$ cat src/design/lkvc_pkg.sv
// Shared constants and types for the LRU key-value cache.
package lkvc_pkg;

  // Default geometry
  localparam int ENTRIES_DEF     = 16;
  localparam int KEY_WIDTH_DEF   = 32;
  localparam int VALUE_WIDTH_DEF = 32;

  // Capacity register
  localparam int                  CAP_WIDTH = 5;
  localparam logic [CAP_WIDTH-1:0] CAP_RESET = 5'd16;

  // Access kinds
  typedef enum logic {
    OP_GET = 1'b0,
    OP_PUT = 1'b1
  } op_e;

endpackage

$ cat src/design/lru_key_value_cache.sv
// Fully associative key-value cache with least-recently-used replacement.
//
// Usage:
//   Request channel: drive operation_i (get or put), key_i and write_value_i
//   and raise start_i; the beat is taken at the rising edge where start_i is
//   high and busy_o is low. busy_o stays low, so a request can enter every
//   cycle.
//   Result channel: done_o is high for exactly one cycle with found_o and
//   read_value_o. The receiver cannot stall; each result must be taken in
//   that cycle.
//   Capacity: cfg_we_i writes cfg_wdata_i into the capacity register; 0
//   acts as 1 and values above ENTRIES act as ENTRIES. Write it only while
//   no request is in flight.
// Timing:
//   The request register loads at the accepting edge and the result register
//   after it; done_o, found_o and read_value_o come straight from the result
//   register. Throughput is one request per cycle, set by the single pass
//   of parallel key compare and rank update between the two registers.
// Reset:
//   All entries become invalid, occupancy clears and capacity returns to 16.
module lru_key_value_cache #(
  parameter int ENTRIES     = lkvc_pkg::ENTRIES_DEF,
  parameter int KEY_WIDTH   = lkvc_pkg::KEY_WIDTH_DEF,
  parameter int VALUE_WIDTH = lkvc_pkg::VALUE_WIDTH_DEF
) (
  input  logic                                clk_i,
  input  logic                                rst_ni,
  input  logic                                start_i,
  output logic                                busy_o,
  input  logic                                operation_i,
  input  logic signed [KEY_WIDTH-1:0]         key_i,
  input  logic signed [VALUE_WIDTH-1:0]       write_value_i,
  input  logic                                cfg_we_i,
  input  logic        [lkvc_pkg::CAP_WIDTH-1:0] cfg_wdata_i,
  output logic                                done_o,
  output logic                                found_o,
  output logic signed [VALUE_WIDTH-1:0]       read_value_o
);
  import lkvc_pkg::*;

  localparam int IDX_W = $clog2(ENTRIES);
  localparam int OCC_W = $clog2(ENTRIES + 1);
  localparam int CMP_W = (OCC_W > CAP_WIDTH) ? OCC_W : CAP_WIDTH;

  // Capacity register
  logic [CAP_WIDTH-1:0] capacity_q;

  // Request register
  logic                   req_valid_q;
  op_e                    req_op_q;
  logic [KEY_WIDTH-1:0]   req_key_q;
  logic [VALUE_WIDTH-1:0] req_value_q;

  // Entry state
  logic [ENTRIES-1:0]     valid_q, valid_d;
  logic [IDX_W-1:0]       rank_q [ENTRIES];
  logic [IDX_W-1:0]       rank_d [ENTRIES];
  logic [KEY_WIDTH-1:0]   key_q [ENTRIES];
  logic [VALUE_WIDTH-1:0] value_q [ENTRIES];
  logic [OCC_W-1:0]       occ_q, occ_d;

  // Result register
  logic                   done_q;
  logic                   found_q;
  logic [VALUE_WIDTH-1:0] read_value_q;

  // Lookup and replacement
  logic [ENTRIES-1:0] hit_vec;
  logic               hit_any;
  logic [IDX_W-1:0]   hit_idx;
  logic [IDX_W-1:0]   victim_idx;
  logic [IDX_W-1:0]   free_idx;
  logic [IDX_W-1:0]   target_idx;
  logic [IDX_W-1:0]   oldest_rank;
  logic [IDX_W-1:0]   rank_limit;
  logic [CMP_W-1:0]   eff_cap;
  logic               is_put;
  logic               evict;
  logic               insert;
  logic               touch;

  assign busy_o = 1'b0;
  assign is_put = (req_op_q == OP_PUT);

  // Clamp capacity into 1..ENTRIES
  always_comb begin
    if (capacity_q == '0) begin
      eff_cap = CMP_W'(1);
    end else if (CMP_W'(capacity_q) > CMP_W'(ENTRIES)) begin
      eff_cap = CMP_W'(ENTRIES);
    end else begin
      eff_cap = CMP_W'(capacity_q);
    end
  end

  // Compare the key against every entry in parallel
  always_comb begin
    for (int i = 0; i < ENTRIES; i++) begin
      hit_vec[i] = valid_q[i] && (key_q[i] == req_key_q);
    end
  end

  assign hit_any     = |hit_vec;
  assign oldest_rank = IDX_W'(occ_q - OCC_W'(1));

  // Pick hit, victim and first free slot
  always_comb begin
    hit_idx    = '0;
    victim_idx = '0;
    free_idx   = '0;
    for (int i = ENTRIES - 1; i >= 0; i--) begin
      if (hit_vec[i]) begin
        hit_idx = IDX_W'(i);
      end
      if (valid_q[i] && (rank_q[i] == oldest_rank)) begin
        victim_idx = IDX_W'(i);
      end
      if (!valid_q[i]) begin
        free_idx = IDX_W'(i);
      end
    end
  end

  assign evict      = (CMP_W'(occ_q) >= eff_cap);
  assign insert     = req_valid_q && is_put && !hit_any;
  assign touch      = req_valid_q && (hit_any || is_put);
  assign target_idx = hit_any ? hit_idx : (evict ? victim_idx : free_idx);
  assign rank_limit = rank_q[hit_idx];

  // Promote the touched entry and age the ones above it
  always_comb begin
    valid_d = valid_q;
    occ_d   = occ_q;
    for (int i = 0; i < ENTRIES; i++) begin
      rank_d[i] = rank_q[i];
      if (touch) begin
        if (IDX_W'(i) == target_idx) begin
          rank_d[i] = '0;
        end else if (valid_q[i] && (!hit_any || (rank_q[i] < rank_limit))) begin
          rank_d[i] = rank_q[i] + IDX_W'(1);
        end
      end
    end
    if (insert) begin
      valid_d[target_idx] = 1'b1;
      if (!evict) begin
        occ_d = occ_q + OCC_W'(1);
      end
    end
  end

  // Control state
  always_ff @(posedge clk_i or negedge rst_ni) begin
    if (!rst_ni) begin
      capacity_q  <= CAP_RESET;
      req_valid_q <= 1'b0;
      valid_q     <= '0;
      occ_q       <= '0;
      done_q      <= 1'b0;
      for (int i = 0; i < ENTRIES; i++) begin
        rank_q[i] <= '0;
      end
    end else begin
      if (cfg_we_i) begin
        capacity_q <= cfg_wdata_i;
      end
      req_valid_q <= start_i && !busy_o;
      valid_q     <= valid_d;
      occ_q       <= occ_d;
      done_q      <= req_valid_q;
      for (int i = 0; i < ENTRIES; i++) begin
        rank_q[i] <= rank_d[i];
      end
    end
  end

  // Capture the request beat
  always_ff @(posedge clk_i) begin
    if (start_i && !busy_o) begin
      req_op_q    <= op_e'(operation_i);
      req_key_q   <= key_i;
      req_value_q <= write_value_i;
    end
  end

  // Write key and value into the touched entry
  always_ff @(posedge clk_i) begin
    if (req_valid_q && is_put) begin
      value_q[target_idx] <= req_value_q;
      if (!hit_any) begin
        key_q[target_idx] <= req_key_q;
      end
    end
  end

  // Register the result
  always_ff @(posedge clk_i) begin
    if (req_valid_q) begin
      found_q      <= hit_any;
      read_value_q <= (hit_any && !is_put) ? value_q[hit_idx] : '0;
    end
  end

  assign done_o       = done_q;
  assign found_o      = found_q;
  assign read_value_o = read_value_q;

endmodule

$ cat config.mk
export PLATFORM = sky130hd
export DESIGN_NAME = lru_key_value_cache
export DESIGN_NICKNAME = d
export VERILOG_FILES = /design/src/design/lkvc_pkg.sv /design/src/design/lru_key_value_cache.sv
export SDC_FILE = /design/constraint.sdc
export NUM_CORES = 2
export LEC_CHECK = 0
export BUFFER_PORTS_ARGS = -buffer_cell sky130_fd_sc_hd__clkbuf_2
export CORE_AREA = 4 4 322 324
export CTS_BUF_LIST = sky130_fd_sc_hd__clkbuf_16
export DETAILED_ROUTE_END_ITERATION = 16
export DIE_AREA = 0 0 326 328
export GPL_TIMING_DRIVEN = 0
export PLACE_DENSITY = 0.81
export SETUP_SLACK_MARGIN = 0.5
export SKIP_CTS_REPAIR_TIMING = 1
export SYNTH_ARGS = -nofsm -noshare
export SYNTH_HDL_FRONTEND = slang
export SYNTH_SLANG_ARGS = --single-unit
export TNS_END_PERCENT = 50
$ cat constraint.sdc
create_clock -name clk_i -period 8.7 [get_ports clk_i]
set_input_delay 0.435 -clock clk_i [delete_from_list [all_inputs] [get_ports clk_i]]
set_output_delay 0.435 -clock clk_i [all_outputs]
set_load 0.1 [all_outputs]
==> insert_results.sql <==
INSERT INTO impl_metrics (metric_group, metric, value, unit) VALUES
('timing', 'tns', '0', 'ns'),
('clock_network', 'cts_tree', 'yes', ''),
('synthesis', 'share_of_yosys_cell_area_claimed_by_the_top_area_cell_type', '0.6121', ''),
('global_routing', 'grt_util_met2', '0.4716', ''),
('job', 'maxCapViolCount', '0', ''),
('placed_design', 'routability_congestion_estimate_from_global_placement', '0.9867', ''),
('route', 'routed-via-count', '37430', ''),
('placed_design', 'port-buffer-count', '107', ''),
('timing', 'clock.fmax', '123.5', 'MHz'),
('worst_setup_path', 'cp_common_cell', 'buf_2', ''),
('placed_design', 'place_hpwl', '103100', 'um'),
('global_routing', 'grt_antenna_before_repair', '3', ''),
('worst_setup_path', 'path_delay_family', 'buffers and inverters', ''),
('worst_setup_path', 'cp_slowest_stage_delay', '0.59', 'ns'),
('route', 'drc_violation_count_after_routing', '0', ''),
('worst_setup_path', 'crit_arrival', '8.71', 'ns'),
('route', 'drt_iter0_drc', '5645', ''),
('die', 'design.die.area', '0.1069', 'mm2'),
('synthesis', 'cells_after_synthesis', '3940', ''),
('timing', 'fin_skew', '0.04538', 'ns'),
('placed_design', 'postPlaceCellArea', '0.05818', 'mm2'),
('worst_setup_path', 'crit_slowest_cell', 'nor4_4', ''),
('worst_setup_path', 'setup.worst_path.end_class', 'flop', ''),
('synthesis', 'yosysTopAreaCell', 'edfxtp_1', ''),
('synthesis', 'synth_seq_cells', '1214', ''),
('power', 'p_per_area', '245.7', 'mW/mm2'),
('clock_network', 'clock_buffer_count_from_cts', '115', ''),
('global_routing', 'grtUsageMet1', '0.3837', ''),
('clock_network', 'ctsRootBufferMaster', 'clkbuf_16', ''),
('synthesis', 'synth_cell_type_count', '93', ''),
('clock_network', 'cts.reportedPaths.clkPinSlew', '0.07', 'ns'),
('global_routing', 'wire_length_of_the_first_global_routing_pass', '232900', 'um'),
('synthesis', 'synth.yosys.seq_area_share', '0.6540', ''),
('worst_setup_path', 'timing.critical_path.buf_inv', '9', ''),
('timing', 'final_period_minus_worst_setup_slack', '8.097', 'ns'),
('route', 'totalWireLength', '166000', 'um'),
('synthesis', 'synth_fp_nets', '4085', ''),
('global_routing', 'grt_usage', '0.2970', ''),
('timing', 'drv_slew', '0', ''),
('die', 'floorplan.die.width', '326', 'um'),
('global_routing', 'grt.busiest_layer', 'met2', ''),
('synthesis', 'syn_area', '0.05504', 'mm2'),
('final_layout', 'nNetsFinal', '4513', ''),
('synthesis', 'postSynth.asyncResetShare', '0.07578', ''),
('hold_path', 'hold_removal_path_class', 'primary input to flop', ''),
('global_routing', 'grt_start_max_net_pins', '51', ''),
('worst_setup_path', 'worst_setup_path_start_kind', 'flop', ''),
('timing', 'timing_worst_slew_pin_value', '1.367', 'ns'),
('clock_network', 'cts.sinks', '1214', ''),
('synthesis', 'synth.area.top_cells', 'edfxtp_1 61%, xor2_1 6.0%, mux2i_1 4.5%, dfrtp_1 4.1%, xnor2_1 3.1%', ''),
('synthesis', 'post-synth-top-count-cell', 'edfxtp_1', ''),
('synthesis', 'synth-edff-count', '1122', ''),
('route', 'ant_nets', '0', ''),
('timing', 'max-slew-margin-rel', '0.08866', ''),
('clock_network', 'worstSkewPairLatency', '0.74', 'ns'),
('die', 'dieHeight', '328', 'um'),
('power', 'worst_ir_drop_vdd', '293.4', 'uV'),
('timing', 'setup_viol', '0', ''),
('timing', 'hold_violations', '0', ''),
('synthesis', 'synth.avg_cell_area', '13.97', 'um2'),
('worst_setup_path', 'setup.worst_path.class', 'flop to flop', ''),
('worst_setup_path', 'worst-path-max-fanout', '10', ''),
('worst_setup_path', 'crit_required', '9.32', 'ns'),
('route', 'drt-wirelength-per-cell', '28.45', 'um'),
('clock_network', 'htree_levels', '3', ''),
('timing', 'grt_setup_unrepaired', 'no', ''),
('global_routing', 'grt.met3_usage', '0.06294', ''),
('global_routing', 'globalRoute.totalOverflow', '0', ''),
('synthesis', 'synthFlopType', 'edfxtp_1', ''),
('die', 'io_pins', '109', ''),
('outcome', 'outcome', 'finished clean', '');
==> logic make-up after synthesis <==
logic type                 after synthesis  synth area share
AOI/OAI and AO/OA                      392           0.04978
and+or+nand+nor                       1141            0.1081
other                                    1        0.00006813
buffers and inverters                  256           0.02405
DFF                                   1214            0.6540
xor gates and xnor gates               580           0.09518
adders and majority gates               71           0.01614
muxes                                  285           0.05272
==> cell type report <==
type	instances	area [um2]
Antenna cell	2	5.005
Sequential cell	1214	36000
Timing Repair Buffer	311	2935
Multi-Input combinational cell	2470	18000
Tap cell	1368	1712
Buffer	199	1117
Clock inverter	98	795.8
Clock buffer	115	2878
Fill cell	7058	37500
Inverter	57	214.0
==> final timing paths <==
kind | start | endpoint | slack (ns) | depth (start not counted)
worst max-delay path | req_key_q[11]$_DFFE_PP_ | rank_q[38]$_DFFE_PN0P_ | 0.60 | 28
worst min-delay path | cfg_we_i | capacity_q[1]$_DFFE_PN0P_ | 0.05 | 2
worst max register to register | req_key_q[11]$_DFFE_PP_ | rank_q[38]$_DFFE_PN0P_ | 0.60 | 28
worst min register to register | occ_q[4]$_DFFE_PN0P_ | occ_q[4]$_DFFE_PN0P_ | 0.48 | 1
max in group asynchronous | rst_ni | req_valid_q$_DFF_PN0_ | 7.61 | 3
min in group asynchronous | rst_ni | occ_q[2]$_DFFE_PN0P_ | 0.35 | 2
==> layer usage <==
layer	wire length (um)	vias to the layer above
li1	-	15700
met4	10600	2
met2	76780	3005
met5	13	-
met1	57740	18050
met3	20840	663
==> layout by cell type (no fill, tap or decap), drive strengths merged, types with 18 or more instances in the layout <==
cell type    count
inv             81
nand2          334
mux2            39
nor4           155
buf            250
dfrtp           91
mux2i          246
xnor2          195
nand3          173
clkbuf         306
dlygate4sd3     69
ha              71
a31oi           21
xor2           374
o21ai          157
a21o            41
or4             26
nor2           140
clkinv          61
edfxtp        1122
a41oi           18
nand4          118
o211ai          21
nor2b           21
a21oi           30
nor3            53
==> through the flow <==
stage	worst slack [ns]	cells	power, mW	hold WS (ns)	util
after floorplan	2.086	3940	9.488	0.1394	-
after global placement	-3.319	5415	10.40	0.4641	0.5663
after detailed placement	-1.084	5442	10.62	0.4732	0.5752
after CTS	-1.226	5655	15.44	-0.1925	0.6115
after global routing	0.4879	5832	16.16	0.02896	0.6292
final	0.6027	5834	15.64	0.04756	0.6293
==> power by group <==
group	internal, mW	switching (mW)
logic	1.19	2.12
registers	7.05	0.376
clock network	2.63	2.27
==> sequential cells by signal, indices dropped and copies added, names as in the netlist <==
| register | cells |
|---|---|
| req_value_q | 32 |
| occ_q | 5 |
| rank_q | 64 |
| req_key_q | 32 |
| valid_q | 16 |
| value_q | 512 |
| found_o | 1 |
| done_o | 1 |
| is_put | 1 |
| read_value_o | 32 |
| req_valid_q | 1 |
| key_q | 512 |
| capacity_q | 5 |
==> worst register-to-register path: cells and delay by family (launching register included) <==
family | cells | cell delay, ns
adder cells (fa/ha/maj) | 1 | 0.27
AND/OR/NAND/NOR | 8 | 2.27
flip-flops | 1 | 0.40
AO/OA/AOI/OAI | 9 | 1.90
XOR/XNOR | 1 | 0.17
buffers and inverters | 9 | 3.01
Power figures use the tool's default switching activity.
